`config.mk`:
```
export PLATFORM = sky130hd
export DESIGN_NAME = lru_recency_stack
export DESIGN_NICKNAME = d
export VERILOG_FILES = /design/src/lrs_pkg.sv /design/src/lru_recency_stack.sv /design/src/lrs_cell.sv /design/src/lrs_prefix.sv
export SDC_FILE = /design/constraint.sdc
export NUM_CORES = 1
export LEC_CHECK = 0
export BUFFER_PORTS_ARGS = -buffer_cell sky130_fd_sc_hd__buf_2
export CORE_ASPECT_RATIO = 2
export CORE_MARGIN = 2
export CORE_UTILIZATION = 55
export CTS_CLUSTER_SIZE = 12
export DETAILED_ROUTE_END_ITERATION = 6
export PLACE_DENSITY = 0.71
export SLEW_MARGIN = 20
export SYNTH_ARGS = -nofsm -noshare
export SYNTH_HDL_FRONTEND = slang
export SYNTH_HIERARCHICAL = 1
export SYNTH_SLANG_ARGS = --single-unit
export TNS_END_PERCENT = 5
```
`constraint.sdc`:
```
create_clock -name clk -period 7.45 [get_ports clk]
set_input_delay 0 -clock clk [delete_from_list [all_inputs] [get_ports clk]]
set_output_delay 0 -clock clk [all_outputs]
set_load 0.03 [all_outputs]
```
`src/lrs_pkg.sv`:
```
`timescale 1ns / 1ps
// ----------------------------------------------------------------------------
// lrs_pkg
// Shared widths, command codes and cell control type for the LRU recency stack.
// ----------------------------------------------------------------------------
package lrs_pkg;

  localparam int FRAME_W        = 6;
  localparam int CFG_W          = 7;
  localparam int DEF_MAX_FRAMES = 64;

  localparam logic [CFG_W-1:0] CFG_RESET = 7'd64;

  localparam logic CMD_REF   = 1'b0;
  localparam logic CMD_EVICT = 1'b1;

  typedef struct packed {
    logic match_en;
    logic shift;
    logic load;
  } lrs_cell_ctrl_t;

endpackage

```
`src/lru_recency_stack.sv`:
```
`timescale 1ns / 1ps
// ----------------------------------------------------------------------------
// lru_recency_stack
// Exact LRU order of occupied page frames kept in a row of shifting cells.
// ----------------------------------------------------------------------------
// The stack is a row of MAX_FRAMES cells, oldest frame at cell 0. Every
// request passes S_IDLE, which accepts it, S_MATCH, in which all cells compare
// their entry with the frame at once, and S_APPLY, in which cells shift toward
// cell 0 where needed and a reference's frame is loaded at the newest
// position. The block takes one request at a time. An evict request returns
// one result (oldest frame and an empty flag) through an output register; a
// reference returns none. The user must write the capacity register through
// cfg_wr_en while no request is in flight; the block does not enforce this.
// Lowering it below the current fill drops the newest entries.
// ----------------------------------------------------------------------------
module lru_recency_stack #(
  parameter int MAX_FRAMES = lrs_pkg::DEF_MAX_FRAMES
) (
  input  logic                         clk,
  input  logic                         rst_n,
  input  logic                         in_valid,
  output logic                         in_stall,
  input  logic                         in_cmd,
  input  logic [lrs_pkg::FRAME_W-1:0]  in_frame_number,
  output logic                         out_valid,
  input  logic                         out_stall,
  output logic [lrs_pkg::FRAME_W-1:0]  out_victim_frame,
  output logic                         out_stack_empty,
  input  logic                         cfg_wr_en,
  input  logic [lrs_pkg::CFG_W-1:0]    cfg_frames_in_use
);
  import lrs_pkg::*;

  localparam int CNT_W = $clog2(MAX_FRAMES + 1);
  localparam int IDX_W = $clog2(MAX_FRAMES);

  typedef enum logic [2:0] {
    S_IDLE  = 3'b001,
    S_MATCH = 3'b010,
    S_APPLY = 3'b100
  } lrs_state_t;

  lrs_state_t         state_r, state_nxt;
  logic               req_cmd_r;
  logic [FRAME_W-1:0] req_frame_r;
  logic [CNT_W-1:0]   count_r, count_nxt;
  logic [CNT_W-1:0]   cap_r, cap_nxt;
  logic [CNT_W-1:0]   cfg_cap;
  logic               out_valid_r;
  logic [FRAME_W-1:0] out_victim_frame_r;
  logic               out_stack_empty_r;

  logic [FRAME_W-1:0] entry [MAX_FRAMES];
  logic [MAX_FRAMES-1:0] hit, prefix;
  lrs_cell_ctrl_t     cell_ctrl [MAX_FRAMES];

  logic               in_acc;
  logic               apply_go;
  logic               hit_any;
  logic               count_zero;
  logic               full;
  logic               shift_all;
  logic               ref_hit;
  logic [IDX_W-1:0]   wpos;

  function automatic logic [CNT_W-1:0] clamp_cap(input logic [CFG_W-1:0] v);
    logic [31:0] v32;
    v32 = 32'(v);
    if (v32 == 32'd0) begin
      return CNT_W'(1);
    end else if (v32 > 32'(MAX_FRAMES)) begin
      return CNT_W'(MAX_FRAMES);
    end
    return CNT_W'(v32);
  endfunction

  assign cfg_cap    = clamp_cap(cfg_frames_in_use);
  assign in_stall   = (state_r != S_IDLE);
  assign in_acc     = in_valid && !in_stall;
  assign hit_any    = prefix[MAX_FRAMES-1];
  assign count_zero = (count_r == '0);
  assign full       = (count_r >= cap_r);
  assign apply_go   = (state_r == S_APPLY) &&
                      !((req_cmd_r == CMD_EVICT) && out_valid_r && out_stall);
  assign shift_all  = ((req_cmd_r == CMD_EVICT) && !count_zero) ||
                      ((req_cmd_r == CMD_REF) && !hit_any && full);
  assign ref_hit    = (req_cmd_r == CMD_REF) && hit_any;

  always_comb begin
    if (hit_any || full) begin
      wpos = IDX_W'(count_r - CNT_W'(1));
    end else begin
      wpos = IDX_W'(count_r);
    end
  end

  for (genvar i = 0; i < MAX_FRAMES; i++) begin : g_cell
    logic [FRAME_W-1:0] nbr;
    if (i == MAX_FRAMES - 1) begin : g_top
      assign nbr = '0;
    end else begin : g_mid
      assign nbr = entry[i+1];
    end

    always_comb begin
      cell_ctrl[i].match_en = (state_r == S_MATCH);
      cell_ctrl[i].shift    = apply_go && (shift_all || (ref_hit && prefix[i]));
      cell_ctrl[i].load     = apply_go && (req_cmd_r == CMD_REF) &&
                              (wpos == IDX_W'(i));
    end

    lrs_cell u_cell (
      .clk         (clk),
      .rst_n       (rst_n),
      .ctrl        (cell_ctrl[i]),
      .occupied    (CNT_W'(i) < count_r),
      .frame_in    (req_frame_r),
      .neighbor_in (nbr),
      .entry_out   (entry[i]),
      .hit_out     (hit[i])
    );
  end

  lrs_prefix #(
    .N (MAX_FRAMES)
  ) u_prefix (
    .hit    (hit),
    .prefix (prefix)
  );

  always_comb begin
    state_nxt = state_r;
    unique case (state_r)
      S_IDLE: begin
        if (in_acc) begin
          state_nxt = S_MATCH;
        end
      end
      S_MATCH: begin
        state_nxt = S_APPLY;
      end
      S_APPLY: begin
        if (apply_go) begin
          state_nxt = S_IDLE;
        end
      end
      default: begin
        state_nxt = S_IDLE;
      end
    endcase
  end

  always_comb begin
    count_nxt = count_r;
    cap_nxt   = cap_r;
    if (cfg_wr_en) begin
      cap_nxt = cfg_cap;
      if (count_r > cfg_cap) begin
        count_nxt = cfg_cap;
      end
    end else if (apply_go) begin
      if ((req_cmd_r == CMD_EVICT) && !count_zero) begin
        count_nxt = count_r - CNT_W'(1);
      end else if ((req_cmd_r == CMD_REF) && !hit_any && !full) begin
        count_nxt = count_r + CNT_W'(1);
      end
    end
  end

  always_ff @(posedge clk) begin
    if (!rst_n) begin
      state_r     <= S_IDLE;
      count_r     <= '0;
      cap_r       <= clamp_cap(CFG_RESET);
      out_valid_r <= 1'b0;
    end else begin
      state_r <= state_nxt;
      count_r <= count_nxt;
      cap_r   <= cap_nxt;
      if (apply_go && (req_cmd_r == CMD_EVICT)) begin
        out_valid_r <= 1'b1;
      end else if (out_valid_r && !out_stall) begin
        out_valid_r <= 1'b0;
      end
    end
  end

  always_ff @(posedge clk) begin
    if (in_acc) begin
      req_cmd_r   <= in_cmd;
      req_frame_r <= in_frame_number;
    end
    if (apply_go && (req_cmd_r == CMD_EVICT)) begin
      out_victim_frame_r <= count_zero ? '0 : entry[0];
      out_stack_empty_r  <= count_zero;
    end
  end

  assign out_valid        = out_valid_r;
  assign out_victim_frame = out_victim_frame_r;
  assign out_stack_empty  = out_stack_empty_r;

endmodule

```
`src/lrs_cell.sv`:
```
`timescale 1ns / 1ps
// ----------------------------------------------------------------------------
// lrs_cell
// One stack position: holds a frame, flags a match, loads or takes its
// upper neighbor's entry.
// ----------------------------------------------------------------------------
module lrs_cell (
  input  logic                         clk,
  input  logic                         rst_n,
  input  lrs_pkg::lrs_cell_ctrl_t      ctrl,
  input  logic                         occupied,
  input  logic [lrs_pkg::FRAME_W-1:0]  frame_in,
  input  logic [lrs_pkg::FRAME_W-1:0]  neighbor_in,
  output logic [lrs_pkg::FRAME_W-1:0]  entry_out,
  output logic                         hit_out
);
  import lrs_pkg::*;

  logic [FRAME_W-1:0] entry_r;
  logic               hit_r;

  always_ff @(posedge clk) begin
    if (ctrl.load) begin
      entry_r <= frame_in;
    end else if (ctrl.shift) begin
      entry_r <= neighbor_in;
    end
  end

  always_ff @(posedge clk) begin
    if (!rst_n) begin
      hit_r <= 1'b0;
    end else if (ctrl.match_en) begin
      hit_r <= occupied && (entry_r == frame_in);
    end
  end

  assign entry_out = entry_r;
  assign hit_out   = hit_r;

endmodule

```
`src/lrs_prefix.sv`:
```
`timescale 1ns / 1ps
// ----------------------------------------------------------------------------
// lrs_prefix
// Log-depth prefix OR over the cell hit flags: bit i is set when any cell
// at or below position i matched.
// ----------------------------------------------------------------------------
module lrs_prefix #(
  parameter int N = lrs_pkg::DEF_MAX_FRAMES
) (
  input  logic [N-1:0] hit,
  output logic [N-1:0] prefix
);
  import lrs_pkg::*;

  localparam int LV = $clog2(N);

  logic [N-1:0] lvl [LV+1];

  assign lvl[0] = hit;

  for (genvar k = 0; k < LV; k++) begin : g_lvl
    for (genvar i = 0; i < N; i++) begin : g_bit
      if (i >= (1 << k)) begin : g_or
        assign lvl[k+1][i] = lvl[k][i] | lvl[k][i-(1 << k)];
      end else begin : g_pass
        assign lvl[k+1][i] = lvl[k][i];
      end
    end
  end

  assign prefix = lvl[LV];

endmodule

```
## Word level (Yosys, flattened, before mapping)

Index checks and enable logic that the tools add are counted.

| storage, ports and cells | value |
|---|---|
| bits in registers | 480 |
| bits of input ports | 19 |
| output and inout bits | 9 |
| logic and storage cells | 1,217 |

| operators by class | value |
|---|---|
| add/subtract/negate cells | 2 |
| magnitude comparators | 67 |
| equality and inequality tests | 134 |
| muxes and demuxes | 144 |
| bitwise logic cells | 322 |
| reductions and logical operators | 412 |

Operators by type and width:

| kind | number |
|---|---|
| 6-bit two-way mux | 129 |
| 6-bit equality test | 64 |
| 1-bit bitwise OR | 321 |
| 1-bit logical AND | 268 |
| 6-bit by 7-bit < comparator with 1-bit output, first input constant | 32 |
| 6-bit equality test, second input constant | 32 |
| 2-bit nonzero test | 66 |
| 5-bit by 7-bit < comparator with 1-bit output, first input constant | 16 |
| 6-bit by 5-bit equality test with 1-bit output, second input constant | 16 |
| 1-bit logical OR | 66 |
| 4-bit by 7-bit < comparator with 1-bit output, first input constant | 8 |
| 7-bit two-way mux | 8 |
| 6-bit by 4-bit equality test with 1-bit output, second input constant | 8 |
| 3-bit by 7-bit < comparator with 1-bit output, first input constant | 4 |
| 6-bit by 3-bit equality test with 1-bit output, second input constant | 4 |
| 7-bit zero test | 2 |
| 1-bit by 7-bit < comparator with 1-bit output, first input constant | 2 |
| 2-bit by 7-bit < comparator with 1-bit output, first input constant | 2 |
| 6-bit by 2-bit equality test with 1-bit output, second input constant | 2 |
| 3-bit case mux with 3 select lines | 1 |
| 7-bit by 1-bit adder with 7-bit output, second input constant | 1 |
| 7-bit >= comparator | 1 |
| 7-bit > comparator | 1 |
| 7-bit > comparator, second input constant | 1 |
| 16 further kinds | 26 |

## Longest topological paths before layout

| depth | value |
|---|---|
| word-level depth | 14 |
| depth in mapped cells | 17 |

## By module

The synthesis kept the hierarchy.

By module, submodules not included:

| module | instances | cells each | area each (µm²) | seq. area each (µm²) |
|---|---|---|---|---|
| lrs_cell | 64 | 26 | 360.3 | 200.2 |
| lru_recency_stack | 1 | 535 | 4,087.7 | 780.7 |
| lrs_prefix | 1 | 121 | 698.2 | 0.0 |

## Least setup slack after synthesis

Ideal clock, no wire load.

| timing path | value |
|---|---|
| path type | reg2reg |
| start | register state_r[1] |
| end | register g_cell[0].u_cell.hit_r |
| setup time | 0.069 ns |
| arrival time | 6.468 ns |
| data required time | 7.381 ns |
| path slack | 0.913 ns |
| cell stages (with the launch flop) | 5 |
| clock period less this slack | 6.537 ns |
| path through | dfxtp_1 > nor3b_1 > nand3_1 > or4_1 > o21ai_1 |

RTL lines:

| element | line | RTL |
|---|---|---|
| from (decl) | lru_recency_stack.sv:43 | `lrs_state_t state_r, state_nxt;` |
| from (signal assigned) | lru_recency_stack.sv:177 | `state_r <= state_nxt;` |
| to (signal assigned) | lrs_cell.sv:34 | `hit_r <= occupied && (entry_r == frame_in);` |
| to (decl) | lrs_cell.sv:20 | `logic hit_r;` |

==> flow_summary.toml <==
[power_and_ir_drop]
seq_power_share_pct = 48.2
ir_drop_uv = 208
p_leak_nw = 10.0
p_per_area_nw_per_um2 = 199
internal_power_w = 0.00435
p_sw_w = 0.00166
swShare_pct = 27.6
combPwrFrac_pct = 14.8
clkPwrFrac_pct = 37.0

[global_route]
antenna_found_initial = 0
grt_pass1_vias = 19600
grt_max_degree = 129
grtUsageTotal_pct = 28.1
grt_pass1_wl_um = 113000
grt_overflow = 0

[worst_setup_path]
reg2regPathDepth = 10
r2r_start = "count_r[0]"
required_ns = 7.71
critPathCapture = "g_cell[29].u_cell/entry_out[3]"
cp-startpoint = "count_r[0]"
r2r_setup_slack_ns = 1.48
cp_max_fo = 18
cp_data_arrival_time_ns = 6.23
start_kind = "register"
r2r_end = "g_cell[29].u_cell/entry_out[3]"
endpoint_kind = "register"
path_class = "register to register"

[synthesis]
synthFlopType = "edfxtp_1"
synth.distinct_cells = 81
yosysWarnings = 6
seq_area_frac_synth_pct = 48.8
ys_seq_elements = 480
synth.avg_cell_area_um2 = 12.0
async_flop_share_pct = 0
synth_edf_count = 398
syn_area_um2 = 27800
synthCells = 2320

[cts]
clk_latency_ns = 0.58
cts.htree.levels = 2
cts_tree = "yes"
root_buffer = "clkbuf_16"
post_cts_buffers = 0
cts_sinks = 480
clockBufferDepth = 3
cts_inserted_buffers = 46
path_clk_slew_ns = 0.06

[placement]
placedCellCount = 2914
place_area_um2 = 28600
hpwl_um = 48900
io_buffers = 27
place.gp.congestion = 0.918

[routing]
routed_wl_um = 73900
vias = 18700
ant_nets = 0
wl_per_cell_um = 24.5
drc = 0
viasPerCell = 6.19
drt_first_iter_violations = 1297
dr.pass1.iters = 6

[floorplanning]
dieArea_um2 = 52600
num_rows = 116
die_h_um = 322
start_util_pct = 55.6
coreArea_um2 = 50100
die_width_um = 163
num_io_pins = 28

[sta]
tightest_slew_ns = 1.13
max_freq_ghz = 0.168
period_share_pct = 80.1
setup_viol_count_final = 0
min_period_ns = 5.97
grt_setup_unrepaired = "no"
tns_ns = 0
final-hold-violation-count = 0
relSlewSlack_pct = 24.0
slew_violations = 0
skew_ns = 0.0182

[worst_hold_path]
min_path_type = "primary input to register"

[status]
status = "complete, no violations"

[final_layout]
final_nets = 2371
fin_area_um2 = 30200
num_antenna_cells = 0
area.growth.synth_to_final_pct = 8.39
finalNonFillerCells = 3019
drive_gt1_share_pct = 15.9

[flow_run]
cap_violations = 0
-- cells in the mapped netlist (all sizes together) (3+ instances only) --
cell type	instances	area share, %
ha	17	0.76
nand3	151	2.8
edfxtp	398	43
xnor2	199	6.3
nor3b	14	0.45
nor4	22	0.67
a211oi	3	0.099
mux2	384	16
o211a	3	0.11
a21oi	31	0.65
nor3	63	1.4
o21bai	13	0.35
or4	66	1.8
dfxtp	82	5.9
or3	8	0.20
nand3b	71	1.9
nor2	67	0.95
nand2b	9	0.20
a31oi	8	0.30
inv	27	0.36
clkbuf	84	1.1
and2	9	0.21
nor4b	3	0.094
xor2	193	6.1
o31ai	4	0.31
or2	76	1.7
a21o	9	0.24
o211ai	4	0.13
o21a	67	1.8
buf	37	0.95
nand4	6	0.19
o21ai	98	1.8
nand2	73	0.99
-- cells in the final DEF (no fill, tap or decap), types with 27 or more instances in the layout --
cell type	count
xor2_1	193
nand3b_1	71
edfxtp_1	398
xnor2_1	198
nand2_1	72
buf_4	29
mux2_2	192
nor2_1	63
clkbuf_16	49
nor3_1	48
or4_1	65
inv_1	27
nand3_1	148
dfxtp_1	82
clkbuf_1	31
o21a_1	67
mux2_1	192
o21ai_1	68
or2_1	65
-- state kept, by name, indices dropped and copies added (netlist names) --
name and count:
g_cell.u_cell/entry_out 384, g_cell.u_cell/hit_out 64, cap_r 7, count_r 7, out_victim_frame 6, req_frame_r 6
state_r 3, out_stack_empty 1, out_valid 1, req_cmd_r 1
-- power groups by stage --
stage / registers, W / logic, W / clock network (W)
after floorplan: 0.00301 / 0.000520 / 0
after global placement: 0.00296 / 0.000849 / 0
after detailed placement: 0.00296 / 0.000865 / 0
after CTS: 0.00290 / 0.000876 / 0.00227
after global routing: 0.00290 / 0.000941 / 0.00235
final: 0.00290 / 0.000890 / 0.00222
-- cells by family after synthesis --
logic type      Yosys count  synth area share, %
compound gates          248                 6.11
xor+xnor                392                 12.4
fa+ha+maj                17                0.764
buf+inv                 149                 2.46
flops                   480                 48.8
mux                     386                 15.6
other cells               1               0.0135
simple gates            647                 13.9
-- per-layer routing --
layer	global-route usage, %	share of wire [%]
met1	28.6	34
met2	52.5	53
met3	3.93	5.1
met4	18.9	7.4
met5	0	0
-- per-stage QoR --
stage	power [W]	setup WS [ns]	hold slack [ns]	utilization, %
floorplan	0.00353	0.913	0.0762	-
global placement	0.00381	1.63	0.183	57.1
detailed placement	0.00382	1.58	0.179	57.1
CTS	0.00605	1.58	0.0736	60.3
global route	0.00620	1.33	0.133	60.3
finish	0.00601	1.48	0.0984	60.3
-- worst min path at each step --
stage                            start                         to  slack, ns  depth (start not counted)
floorplan                        rst_n                   cap_r[6]       0.08                          1
global placement    in_frame_number[1]             req_frame_r[1]       0.18                          1
detailed placement  in_frame_number[3]             req_frame_r[3]       0.18                          1
CTS                              rst_n   g_cell[9].u_cell/hit_out       0.07                          3
global route                     rst_n  g_cell[15].u_cell/hit_out       0.13                          3
finish                           rst_n  g_cell[14].u_cell/hit_out        0.1                          3
-- worst max-delay path, stage by stage, from the launching register on --
cell and delay [ns]:
dfxtp_1 1.01, clkinv_1 0.68, ha_1 0.48, nand2b_1 0.15, a31oi_4 0.15, o21a_1 0.35, buf_4 0.26, o31ai_4 0.83
o21ai_1 0.57, nor2_1 0.79, or2_1 0.38
-- cell type report --
type                    instances  area, µm²
well taps                     649        812
fillers                      4013      19900
repair buffers                 83        683
multi-input cells            1696      13600
inverters                      28        105
flip-flops and latches        480      13600
clock inverters                 2       8.76
clock buffers                  81       1360
-- what timing repair did --
item / 4_1_cts / 5_1_grt
resized for setup: 0 / 0
hold endpoints to repair: 31 / 0
hold buffers: 22 / 0
Power figures use the tool's default switching activity.
